### src/hdl/sorted_list_engine_core_macros.svh
// ----------------------------------------------------------------------------
// Sorted list engine assertion macros
// Shared concurrent assertion forms used by the sorted list engine modules.
// ----------------------------------------------------------------------------
`ifndef SORTED_LIST_ENGINE_CORE_MACROS_SVH
`define SORTED_LIST_ENGINE_CORE_MACROS_SVH

// Same-cycle implication, disabled while reset is high.
`define SLE_ASSERT_NOW(label, clk, rst, ante, cons, msg) \
   label: assert property (@(posedge clk) disable iff (rst) (ante) |-> (cons)) \
      else $error(msg);

// Next-cycle implication, disabled while reset is high.
`define SLE_ASSERT_NEXT(label, clk, rst, ante, cons, msg) \
   label: assert property (@(posedge clk) disable iff (rst) (ante) |=> (cons)) \
      else $error(msg);

`endif

### src/hdl/sle_pkg.sv
// ----------------------------------------------------------------------------
// Sorted list engine package
// Types, codes and sizing constants shared by the cell and the top level.
// ----------------------------------------------------------------------------
package sle_pkg;

   localparam int CAPACITY = 16;
   localparam int IDX_W    = (CAPACITY > 1) ? $clog2(CAPACITY) : 1;
   localparam int COUNT_W  = $clog2(CAPACITY + 1);
   localparam int VALUE_W  = 32;
   localparam int MODE_W   = 3;
   localparam int POS_W    = 5;
   localparam int STATUS_W = 3;
   localparam int CMP_W    = (COUNT_W > POS_W) ? COUNT_W : POS_W;

   typedef enum logic [MODE_W-1:0] {
      MODE_INSERT     = 3'd0,
      MODE_DELETE     = 3'd1,
      MODE_REMOVE_MIN = 3'd2,
      MODE_REMOVE_MAX = 3'd3,
      MODE_READ       = 3'd4,
      MODE_SEARCH     = 3'd5
   } mode_type;

   typedef enum logic [STATUS_W-1:0] {
      ST_OK        = 3'd0,
      ST_UNDERFLOW = 3'd1,
      ST_NOT_FOUND = 3'd2,
      ST_BAD_POS   = 3'd3,
      ST_FULL      = 3'd4
   } status_type;

   typedef enum logic [1:0] {
      CELL_HOLD,
      CELL_INSERT,
      CELL_DELETE,
      CELL_POP
   } cell_op_type;

   typedef enum logic {
      FSM_IDLE,
      FSM_EXEC
   } state_type;

   typedef struct packed {
      cell_op_type               op;
      logic signed [VALUE_W-1:0] value;
   } cell_cmd_type;

   typedef struct packed {
      logic [MODE_W-1:0]         mode;
      logic signed [VALUE_W-1:0] item_value;
      logic [POS_W-1:0]          item_position;
   } req_type;

   typedef struct packed {
      logic signed [VALUE_W-1:0] result_value;
      logic [STATUS_W-1:0]       status;
      logic                      found;
      logic [POS_W-1:0]          match_position;
      logic [POS_W-1:0]          entry_count;
   } rsp_type;

endpackage

### src/hdl/sle_cell.sv
// ----------------------------------------------------------------------------
// Sorted list engine cell
// Holds one entry, compares it against the broadcast value and takes its
// new entry from itself, a neighbor or the broadcast value.
// ----------------------------------------------------------------------------
module sle_cell import sle_pkg::*; (
   input  logic                      clock,
   input  cell_cmd_type              cmd,
   input  logic                      occupied,
   input  logic                      at_tail,
   input  logic signed [VALUE_W-1:0] left_entry,
   input  logic                      left_gt,
   input  logic signed [VALUE_W-1:0] right_entry,
   output logic signed [VALUE_W-1:0] entry,
   output logic                      gt,
   output logic                      eq
);

   logic signed [VALUE_W-1:0] entry_ff;
   logic signed [VALUE_W-1:0] entry_in;

   assign gt    = occupied && (entry_ff > cmd.value);
   assign eq    = occupied && (entry_ff == cmd.value);
   assign entry = entry_ff;

   always_comb begin
      entry_in = entry_ff;
      case (cmd.op)
         CELL_INSERT: begin
            if (left_gt) begin
               entry_in = left_entry;
            end else if (gt || at_tail) begin
               entry_in = cmd.value;
            end
         end
         CELL_DELETE: begin
            if (gt || eq) begin
               entry_in = right_entry;
            end
         end
         CELL_POP: begin
            entry_in = right_entry;
         end
         default: begin
            entry_in = entry_ff;
         end
      endcase
   end

   always_ff @(posedge clock) begin
      entry_ff <= entry_in;
   end

endmodule

### src/hdl/sorted_list_engine_core.sv
// ----------------------------------------------------------------------------
// Sorted list engine core
// A request is accepted in the idle state and run in the execute state; the
// next is taken only after it has run. Execution is done by the row of cells:
// every cell compares its entry with the request value in parallel and loads
// from itself, a neighbor or the request, which is how values are inserted,
// deleted and removed from the head; removing the maximum only lowers the
// entry count. The result is held in an output register, so a new request is
// taken while the previous result waits; execution then stalls until it is
// taken. Reset clears state, result valid and count, with no clearing pass.
// ----------------------------------------------------------------------------
`include "sorted_list_engine_core_macros.svh"

module sorted_list_engine_core import sle_pkg::*; (
   input  logic    clock,
   input  logic    reset,
   input  logic    req_valid,
   output logic    req_ready,
   input  req_type req_payload,
   output logic    rsp_valid,
   input  logic    rsp_ready,
   output rsp_type rsp_payload
);

   state_type           state_ff;
   state_type           state_in;
   req_type             req_ff;
   rsp_type             rsp_ff;
   rsp_type             rsp_in;
   logic                rsp_valid_ff;
   logic                rsp_valid_in;
   logic [COUNT_W-1:0]  count_ff;
   logic [COUNT_W-1:0]  count_in;
   logic                load;
   cell_cmd_type        cmd;

   logic signed [VALUE_W-1:0] entry_v [CAPACITY];
   logic [CAPACITY-1:0]       gt_v;
   logic [CAPACITY-1:0]       eq_v;
   logic [CAPACITY-1:0]       first_eq_v;
   logic [CAPACITY-1:0]       occupied_v;
   logic [CAPACITY-1:0]       tail_v;

   logic                      any_eq;
   logic                      full;
   logic                      empty;
   logic                      bad_pos;
   logic [IDX_W-1:0]          rd_idx;
   logic signed [VALUE_W-1:0] rd_value;
   logic [POS_W-1:0]          match_pos;

   genvar g;
   generate
      for (g = 0; g < CAPACITY; g++) begin : g_cell
         logic signed [VALUE_W-1:0] left_entry;
         logic                      left_gt;
         logic signed [VALUE_W-1:0] right_entry;

         if (g == 0) begin : g_head
            assign left_entry = '0;
            assign left_gt    = 1'b0;
            assign first_eq_v[g] = eq_v[g];
         end else begin : g_body
            assign left_entry = entry_v[g-1];
            assign left_gt    = gt_v[g-1];
            assign first_eq_v[g] = eq_v[g] & ~eq_v[g-1];
         end

         if (g == CAPACITY - 1) begin : g_last
            assign right_entry = '0;
         end else begin : g_inner
            assign right_entry = entry_v[g+1];
         end

         assign occupied_v[g] = count_ff > COUNT_W'(g);
         assign tail_v[g]     = count_ff == COUNT_W'(g);

         sle_cell u_cell (
            .clock       (clock),
            .cmd         (cmd),
            .occupied    (occupied_v[g]),
            .at_tail     (tail_v[g]),
            .left_entry  (left_entry),
            .left_gt     (left_gt),
            .right_entry (right_entry),
            .entry       (entry_v[g]),
            .gt          (gt_v[g]),
            .eq          (eq_v[g])
         );
      end
   endgenerate

   assign any_eq  = |eq_v;
   assign full    = count_ff >= COUNT_W'(CAPACITY);
   assign empty   = count_ff == '0;
   assign bad_pos = (req_ff.item_position == '0) ||
                    (CMP_W'(req_ff.item_position) > CMP_W'(count_ff));
   assign rd_idx  = (req_ff.mode == MODE_REMOVE_MAX) ?
                    IDX_W'(count_ff - COUNT_W'(1)) :
                    IDX_W'(req_ff.item_position - POS_W'(1));
   assign rd_value = entry_v[rd_idx];

   always_comb begin
      match_pos = '0;
      for (int i = 0; i < CAPACITY; i++) begin
         if (first_eq_v[i]) begin
            match_pos = match_pos | POS_W'(i + 1);
         end
      end
   end

   assign req_ready   = (state_ff == FSM_IDLE);
   assign rsp_valid   = rsp_valid_ff;
   assign rsp_payload = rsp_ff;

   always_comb begin
      logic signed [VALUE_W-1:0] res;
      status_type                status;
      logic                      fnd;
      logic [POS_W-1:0]          mpos;

      state_in  = state_ff;
      load      = 1'b0;
      cmd.op    = CELL_HOLD;
      cmd.value = req_ff.item_value;
      count_in  = count_ff;
      rsp_in    = rsp_ff;
      res       = '0;
      status    = ST_OK;
      fnd       = 1'b0;
      mpos      = '0;

      unique case (state_ff)
         FSM_IDLE: begin
            if (req_valid) begin
               state_in = FSM_EXEC;
            end
         end
         FSM_EXEC: begin
            if (!rsp_valid_ff || rsp_ready) begin
               load     = 1'b1;
               state_in = FSM_IDLE;
               unique case (req_ff.mode)
                  MODE_INSERT: begin
                     if (full) begin
                        status = ST_FULL;
                     end else begin
                        cmd.op   = CELL_INSERT;
                        count_in = count_ff + COUNT_W'(1);
                     end
                  end
                  MODE_DELETE: begin
                     if (empty) begin
                        status = ST_UNDERFLOW;
                     end else if (!any_eq) begin
                        status = ST_NOT_FOUND;
                     end else begin
                        cmd.op   = CELL_DELETE;
                        count_in = count_ff - COUNT_W'(1);
                     end
                  end
                  MODE_REMOVE_MIN: begin
                     if (empty) begin
                        status = ST_UNDERFLOW;
                     end else begin
                        res      = entry_v[0];
                        cmd.op   = CELL_POP;
                        count_in = count_ff - COUNT_W'(1);
                     end
                  end
                  MODE_REMOVE_MAX: begin
                     if (empty) begin
                        status = ST_UNDERFLOW;
                     end else begin
                        res      = rd_value;
                        count_in = count_ff - COUNT_W'(1);
                     end
                  end
                  MODE_READ: begin
                     if (bad_pos) begin
                        status = ST_BAD_POS;
                     end else begin
                        res = rd_value;
                     end
                  end
                  MODE_SEARCH: begin
                     if (any_eq) begin
                        fnd  = 1'b1;
                        mpos = match_pos;
                     end
                  end
                  default: begin
                     status = ST_OK;
                  end
               endcase
               rsp_in.result_value   = res;
               rsp_in.status         = status;
               rsp_in.found          = fnd;
               rsp_in.match_position = mpos;
               rsp_in.entry_count    = POS_W'(count_in);
            end
         end
         default: begin
            state_in = FSM_IDLE;
         end
      endcase

      rsp_valid_in = load | (rsp_valid_ff & ~rsp_ready);
   end

   always_ff @(posedge clock) begin
      if (reset) begin
         state_ff     <= FSM_IDLE;
         rsp_valid_ff <= 1'b0;
         count_ff     <= '0;
      end else begin
         state_ff     <= state_in;
         rsp_valid_ff <= rsp_valid_in;
         count_ff     <= count_in;
      end
   end

   always_ff @(posedge clock) begin
      if (req_valid && req_ready) begin
         req_ff <= req_payload;
      end
      rsp_ff <= rsp_in;
   end

   `SLE_ASSERT_NOW(a_count_bound, clock, reset, 1'b1, count_ff <= COUNT_W'(CAPACITY), "entry count exceeds capacity")
   `SLE_ASSERT_NEXT(a_accept_exec, clock, reset, req_valid && req_ready, state_ff == FSM_EXEC, "accepted transaction did not enter execution")
   `SLE_ASSERT_NEXT(a_count_quiet, clock, reset, state_ff != FSM_EXEC, $stable(count_ff), "entry count changed outside execution")
   `SLE_ASSERT_NOW(a_rsp_count, clock, reset, rsp_valid_ff, rsp_ff.entry_count == POS_W'(count_ff), "pending result disagrees with entry count")

endmodule

### config.mk
export PLATFORM = sky130hd
export DESIGN_NAME = sorted_list_engine_core
export DESIGN_NICKNAME = d
export VERILOG_FILES = /design/src/hdl/sle_pkg.sv /design/src/hdl/sle_cell.sv /design/src/hdl/sorted_list_engine_core.sv
export VERILOG_INCLUDE_DIRS = /design/src /design/src/hdl
export SDC_FILE = /design/constraint.sdc
export NUM_CORES = 2
export LEC_CHECK = 0
export ABC_CLOCK_PERIOD_IN_PS = 6200
export BUFFER_PORTS_ARGS = -buffer_cell sky130_fd_sc_hd__buf_2
export CORE_MARGIN = 1
export CORE_UTILIZATION = 35
export CTS_CLUSTER_DIAMETER = 200
export DETAILED_ROUTE_END_ITERATION = 8
export GPL_ROUTABILITY_DRIVEN = 0
export PLACE_DENSITY = 0.55
export SLEW_MARGIN = 25
export SYNTH_ARGS = -nofsm -noshare
export SYNTH_HDL_FRONTEND = slang
export SYNTH_SLANG_ARGS = --single-unit
### constraint.sdc
create_clock -name clock -period 6.2 [get_ports clock]
set_clock_uncertainty 0.15 [all_clocks]
set_input_delay 1.24 -clock clock [delete_from_list [all_inputs] [get_ports clock]]
set_output_delay 1.24 -clock clock [all_outputs]
set_load 0.01 [all_outputs]
# Word-level counts from Yosys, hierarchy flattened

Index checks and enable logic that the tools add are counted.

Register bits after elaboration: 605

Equality and inequality tests: 71
Add/subtract/negate cells: 3
Mux-type cells: 111
Reductions and logical operators: 92
Order comparisons: 35
Bitwise logic cells: 35

Operators by type and width:

| operator                                                      | count |
|---|---|
| 2-to-1 mux 32 bit                                             | 52 |
| case mux 32 bit (3 select lines)                              | 17 |
| == test 32 bit                                                | 16 |
| greater-than comparator 32 bit                                | 16 |
| binary-select mux 32 bit (select 4 bit)                       | 1 |
| AND reduction 3 bit                                           | 16 |
| != test 3 x 1 -> 1 bit, second input constant                 | 15 |
| == test 5 x 4 -> 1 bit, second input constant                 | 8 |
| greater-than comparator 5 x 4 -> 1 bit, second input constant | 8 |
| 2-to-1 mux 4 bit                                              | 9 |
| logical OR 1 bit                                              | 34 |
| != test 2 x 1 -> 1 bit, second input constant                 | 17 |
| logical AND 1 bit                                             | 33 |
| 2-to-1 mux 5 bit                                              | 5 |
| == test 5 x 3 -> 1 bit, second input constant                 | 4 |
| greater-than comparator 5 x 3 -> 1 bit, second input constant | 4 |
| 2-to-1 mux 2 bit                                              | 10 |
| NOT 1 bit                                                     | 17 |
| bitwise AND 1 bit                                             | 16 |
| OR reduction 16 bit                                           | 1 |
| 2-to-1 mux 3 bit                                              | 5 |
| case mux 5 bit (3 select lines)                               | 1 |
| case mux 3 bit (4 select lines)                               | 1 |
| == test 5 x 2 -> 1 bit, second input constant                 | 2 |
| 24 further kinds                                              | 39 |

# Longest topological paths before layout

Word-level depth: 19
Depth in mapped cells: 15
Mapped depth without buffers: 10

# Modules after synthesis

Synthesis repeated with hierarchy kept, for this count alone.

Cells, all modules: 5322
Area, all modules: 48690.4 um2

Modules (own cells, without submodules):

| module                  | times used | sequential area each (um2) | cells each | area each (um2) |
|---|---|---|---|---|
| sle_cell                | 16         | 960.9                      | 262        | 2489.9 |
| sorted_list_engine_core | 1          | 2722.6                     | 1130       | 8852.2 |

# Worst setup path before layout

Ideal clock, no wire load.

Path kind: reg-to-reg
Start: reg req_ff (netlist bit cmd[31])
End: reg g_cell[9].u_cell.entry_ff[0] (enable)
Setup time: 0.461 ns
Arrival: 5.441 ns
Slack: 0.148 ns
Cell stages (with the launch flop): 14
Required time: 5.589 ns
Path buffers: 3
Cell sequence: edfxtp_1 > clkbuf_1 > inv_1 > ha_1 > nand4_1 > nor4_1 > nand3b_1 > o2111ai_1 > nor4b_4 > a311oi_4 > buf_2 > buf_6 > nor2_2 > nor3_1

Word-level cells in the longest chain between the ends: 11
Elaborated cells on any way between the ends: 51
Classes of those cells: order compare: 2; eq/ne: 21; mux: 5; reduce/logical: 23

RTL lines:

| what                                                           | RTL line                       | text |
|---|---|---|
| start: declaration                                             | sorted_list_engine_core.sv:27  | `req_type req_ff;` |
| start signal: assignment                                       | sorted_list_engine_core.sv:225 | `req_ff <= req_payload;` |
| == test 32 bit                                                 | sle_cell.sv:23                 | `assign eq = occupied && (entry_ff == cmd.value);` |
| logical AND 1 bit                                              | sle_cell.sv:23                 |  |
| OR reduction 16 bit                                            | sorted_list_engine_core.sv:93  | `assign any_eq = \|eq_v;` |
| 2-to-1 mux 2 bit                                               | sorted_list_engine_core.sv:155 | `end else if (!any_eq) begin` |
| 2-to-1 mux 2 bit                                               | sorted_list_engine_core.sv:153 | `if (empty) begin` |
| case mux 2 bit (3 select lines)                                | sorted_list_engine_core.sv:143 | `unique case (req_ff.mode)` |
| 2-to-1 mux 2 bit                                               | sorted_list_engine_core.sv:140 | `if (!rsp_valid_ff \|\| rsp_ready) begin` |
| 2-to-1 mux 2 bit                                               | sorted_list_engine_core.sv:133 | `unique case (state_ff)` |
| == test 2 x 1 -> 1 bit / == test 2 bit (equally long branches) | sle_cell.sv:28                 | `case (cmd.op)` |
| != test 3 x 1 -> 1 bit (no line) (tied with other cells)       | --                             |  |
| AND reduction 3 bit (no line) (*)                              | --                             |  |
| end signal: assignment                                         | sle_cell.sv:51                 | `entry_ff <= entry_in;` |
| end: declaration                                               | sle_cell.sv:19                 | `logic signed [VALUE_W-1:0] entry_ff;` |

Mark *: on every way between the ends. The rest lies on a longest branch, timed or not.
A chain may end at the register's enable or synchronous reset.

# Worst setup path after layout

Start: reg req_ff (netlist bit cmd[23])
End: reg rsp_ff (netlist bit rsp_payload[6]), data pin

Word-level cells in the longest chain between the ends: 19
Elaborated cells on any way between the ends: 65
Classes of those cells: eq/ne: 16; mux: 15; bitwise: 16; reduce/logical: 18

RTL lines:

| what                           | RTL line                       | text |
|---|---|---|
| == test 32 bit                 | sle_cell.sv:23                 |  |
| logical AND 1 bit              | sle_cell.sv:23                 |  |
| NOT 1 bit                      | sorted_list_engine_core.sv:66  | `assign first_eq_v[g] = eq_v[g] & ~eq_v[g-1];` |
| bitwise AND 1 bit              | sorted_list_engine_core.sv:66  |  |
| 2-to-1 mux 2 bit (2 in series) | sorted_list_engine_core.sv:106 | `if (first_eq_v[i]) begin` |
| 2-to-1 mux 3 bit (4 in series) | sorted_list_engine_core.sv:106 |  |
| 2-to-1 mux 4 bit (8 in series) | sorted_list_engine_core.sv:106 |  |
| 2-to-1 mux 5 bit               | sorted_list_engine_core.sv:106 |  |
| end signal: assignment         | sorted_list_engine_core.sv:227 | `rsp_ff <= rsp_in;` |
| end: declaration               | sorted_list_engine_core.sv:28  | `rsp_type rsp_ff;` |

Several ways; a longest one is shown, not always the timed one.

==> impl_metrics.env <==
export IMPL_slew_viol_final=0
export IMPL_postCtsSetupBuffers=0
export IMPL_rows=133
export IMPL_layout_min_cycle_time_ns=5.87
export IMPL_fp_dieH_um=367
export IMPL_final_setup_tns_ns=0
export IMPL_critical_path_peak_fanout=16
export IMPL_grt_usage_pct=29.1
export IMPL_filler_cell_count=13000
export IMPL_power_share_sequential_pct=42.3
export IMPL_max_slew_margin_pct=20.4
export IMPL_floorplan_die_width_um=367
export IMPL_leakage_uw=0.0199
export IMPL_synth_avg_cell_area_um2=9.56
export IMPL_result_of_the_run="finished, final reports clean"
export IMPL_critPathBufInv=5
export IMPL_power_frac_comb_pct=17.6
export IMPL_power_share_clock_pct=40.1
export IMPL_holdCritPathClass="reg -> reg"
export IMPL_wire_per_inst_um=30.1
export IMPL_ctsLongestPathBuffers=3
export IMPL_grt_pass1_vias=38200
export IMPL_cp_required_ns=6.58
export IMPL_vdd_drop_max_v=0.000169
export IMPL_detail_route_drc_violations=0
export IMPL_slowest_delay_ns=0.76
export IMPL_syn_area_um2=46600
export IMPL_number_of_detailed_route_iterations_in_the_first_pass=8
export IMPL_postSynthRegisterBits=605
export IMPL_die_area_um2=135000
export IMPL_worstSetupPathType="reg -> reg"
export IMPL_global_route_wire_length_before_repair_um=284000
export IMPL_switching_power_summed_over_all_nets_uw=3340
export IMPL_max_freq_ghz=0.170
export IMPL_worst_path_most_repeated_cell="sky130_fd_sc_hd__buf_4"
export IMPL_detailedPlacementHpwl_um=142000
export IMPL_synth_warning_count=0
export IMPL_drive_above_1_share_pct=8.73
export IMPL_start_kind="flip-flop"
export IMPL_buffer_ports_inserted=91
export IMPL_synth_async_reset_ratio_pct=0
export IMPL_worst_endpoint_arrival_ns=6.25
export IMPL_synth_ff_type="sky130_fd_sc_hd__edfxtp_1"
export IMPL_hold_violations=0
export IMPL_synth_edff_count=598
export IMPL_detailed_route_wire_length_um=202000
export IMPL_initial_cell_density_of_the_core_pct=35.4
export IMPL_ys_seq_area_share_pct=38.8
export IMPL_num_nets_final=5471
export IMPL_power_switching_share_pct=30.0
export IMPL_syn_nets=5448
export IMPL_layout_worst_path_cycle_share_pct=94.6
export IMPL_synthCells=4880
export IMPL_grt_ovfl_total=0
export IMPL_clk_insertion_delay_late_ns=0.70
export IMPL_cts_htree_levels=3
export IMPL_crit_path_cell_trace="inv_1 -> buf_4 -> ha_1 -> nand4_1 -> nor4_1 -> buf_4 -> nand3_1 -> o211ai_1 -> nor2_1 -> buf_4 -> nand2_1 -> nand4b_1 -> a41oi_1 -> buf_4"
export IMPL_num_vias=41900
export IMPL_root_buffer="sky130_fd_sc_hd__clkbuf_16"
export IMPL_worst_slew_pin_slew_ns=1.19
export IMPL_antenna_diode_count=0
export IMPL_critPathTopFamily="simple AND/OR/NAND/NOR gates"
export IMPL_fp_coreArea_um2=132000
export IMPL_crit_path_top_delay_cell="sky130_fd_sc_hd__a41oi_1"
export IMPL_setup_violations_final=0
export IMPL_cts_buffers=72
export IMPL_cap_violations=0
export IMPL_design_power_total_uw=11100
export IMPL_power_density_nw_per_um2=212
export IMPL_cts_tree="yes"
export IMPL_maximum_number_of_pins_on_one_net_before_global_route_repair=168
export IMPL_yosysUniqueCellTypes=81
export IMPL_layout_area_growth_over_synthesis_pct=12.5
export IMPL_grt_antenna_before_repair=6
export IMPL_clk_sinks=605
export IMPL_post_cts_resized_instances=0
export IMPL_design_portCount=92
export IMPL_vias_per_cell=6.23
export IMPL_cts_hold_buf=0
export IMPL_ant_nets=0
export IMPL_internal_power_uw=7790
export IMPL_setup_worst_path_end_class="flip-flop"
export IMPL_clkSlewWorstSetupHoldPaths_ns=0.07
export IMPL_drt_iter0_markers=5726
export IMPL_unrepaired_setup_endpoints_after_global_routing="no"
[cell type report]
class | count | area, µm² | share of cell area, %
Timing Repair Buffer | 271 | 2410 | 4.59
Clock inverter | 41 | 402 | 0.766
Clock buffer | 89 | 1940 | 3.70
Sequential cell | 605 | 18100 | 34.5
Multi-Input combinational cell | 3877 | 27100 | 51.7
Inverter | 76 | 285 | 0.544
Tap cell | 1755 | 2200 | 4.19
[cell usage in the layout, fill, tap and decap left out, types with 10 or more instances in the layout]
master	instances
sky130_fd_sc_hd__edfxtp_1	598
sky130_fd_sc_hd__buf_4	132
sky130_fd_sc_hd__clkinv_2	13
sky130_fd_sc_hd__nand4_1	119
sky130_fd_sc_hd__a211oi_1	184
sky130_fd_sc_hd__o21a_1	10
sky130_fd_sc_hd__clkinv_1	15
sky130_fd_sc_hd__nand2b_1	15
sky130_fd_sc_hd__a31oi_1	74
sky130_fd_sc_hd__and2_1	128
sky130_fd_sc_hd__a21boi_0	10
sky130_fd_sc_hd__buf_12	48
sky130_fd_sc_hd__nor3_1	31
sky130_fd_sc_hd__nor2b_1	23
sky130_fd_sc_hd__a211o_1	10
sky130_fd_sc_hd__buf_2	91
sky130_fd_sc_hd__clkbuf_1	13
sky130_fd_sc_hd__a21oi_1	306
sky130_fd_sc_hd__nor4_1	27
sky130_fd_sc_hd__nor2_1	139
sky130_fd_sc_hd__clkbuf_16	75
sky130_fd_sc_hd__nand3b_1	10
sky130_fd_sc_hd__o211ai_1	28
sky130_fd_sc_hd__inv_1	74
sky130_fd_sc_hd__a21o_1	53
sky130_fd_sc_hd__nand3_1	55
sky130_fd_sc_hd__o21ai_1	201
sky130_fd_sc_hd__and4_1	14
sky130_fd_sc_hd__a22o_1	33
sky130_fd_sc_hd__o21ai_0	332
sky130_fd_sc_hd__a311oi_1	64
sky130_fd_sc_hd__ha_1	524
sky130_fd_sc_hd__mux2i_1	485
sky130_fd_sc_hd__nand2_1	834
[kinds of logic (layout without fill, tap and decap cells)]
family / Yosys count / count (layout) / synth area share (%)
adder cells (fa/ha/maj): 524 / 524 / 14.1
AO/OA/AOI/OAI: 1410 / 1410 / 18.5
flip-flops: 605 / 605 / 38.8
buffers and inverters: 398 / 477 / 3.73
XOR/XNOR: 6 / 6 / 0.113
multiplexers: 495 / 495 / 10.6
AND/OR/NAND/NOR: 1442 / 1442 / 14.2
[worst reg2reg max path, stage by stage (launching register included)]
cell and delay (ns):
sky130_fd_sc_hd__edfxtp_1 0.73, sky130_fd_sc_hd__inv_1 0.33, sky130_fd_sc_hd__buf_4 0.27, sky130_fd_sc_hd__ha_1 0.33
sky130_fd_sc_hd__nand4_1 0.37, sky130_fd_sc_hd__nor4_1 0.42, sky130_fd_sc_hd__buf_4 0.21, sky130_fd_sc_hd__nand3_1 0.19
sky130_fd_sc_hd__o211ai_1 0.61, sky130_fd_sc_hd__nor2_1 0.19, sky130_fd_sc_hd__buf_4 0.24, sky130_fd_sc_hd__nand2_1 0.12
sky130_fd_sc_hd__nand4b_1 0.54, sky130_fd_sc_hd__a41oi_1 0.76, sky130_fd_sc_hd__buf_4 0.24
[cells in the mapped netlist, types with 55 or more instances]
master | n | area (µm²)
sky130_fd_sc_hd__edfxtp_1 | 598 | 18000
sky130_fd_sc_hd__a311oi_1 | 65 | 569
sky130_fd_sc_hd__ha_1 | 524 | 6560
sky130_fd_sc_hd__nor2_1 | 140 | 526
sky130_fd_sc_hd__o21ai_1 | 201 | 1010
sky130_fd_sc_hd__a21oi_1 | 315 | 1580
sky130_fd_sc_hd__a31oi_1 | 74 | 463
sky130_fd_sc_hd__nand3_1 | 55 | 275
sky130_fd_sc_hd__and2_1 | 128 | 801
sky130_fd_sc_hd__nand4_1 | 119 | 744
sky130_fd_sc_hd__inv_1 | 75 | 282
sky130_fd_sc_hd__nand2_1 | 835 | 3130
sky130_fd_sc_hd__mux2i_1 | 491 | 4910
sky130_fd_sc_hd__o21ai_0 | 333 | 1670
sky130_fd_sc_hd__a211oi_1 | 184 | 1380
sky130_fd_sc_hd__clkbuf_1 | 219 | 822
[power groups by stage]
stage               Sequential [µW]  Combinational, µW  Clock (µW)
floorplan                      4760               1180           0
global placement               4790               1860           0
detailed placement             4790               1900           0
CTS                            4710               1900        4510
global route                   4720               2090        4640
finish                         4710               1950        4460
[state kept, by name, summed over array words and instances (netlist names)]
name / count
req_ff: 8
rsp_payload: 46
g_cell.u_cell.entry: 512
rsp_valid: 1
count_ff: 5
state_ff: 1
cmd: 32
[final timing paths]
path | start | slack [ns] | end | cells after the start
setup reg to reg | cmd[23] | 0.33 | rsp_payload[6] | 14
hold / removal | rsp_valid | 0.36 | rsp_valid | 2
hold reg to reg | rsp_valid | 0.36 | rsp_valid | 2
setup / recovery | cmd[23] | 0.33 | rsp_payload[6] | 14
[stage by stage]
step / hold slack (ns) / worst slack, ns / cells / utilization [%] / cell area [µm²]
after CTS: 0.367 / 0.648 / 6714 / 39.8 / 52400
final: 0.361 / 0.332 / 6714 / 39.8 / 52400
after global routing: 0.387 / 0.353 / 6714 / 39.8 / 52400
after detailed placement: 0.356 / 0.677 / 6584 / 38.0 / 50100
after floorplan: 0.344 / 0.148 / 4880 / - / 46600
after global placement: 0.338 / 0.369 / 6584 / 38.0 / 50100
[routing by layer]
layer  part of all wire [%]  GRT usage [%]
met5                  0.077          0.605
met4                    5.6           14.3
met3                     10           6.65
met2                     43           43.3
met1                     41           39.4
Note: power is estimated with default switching activity, not from simulation.
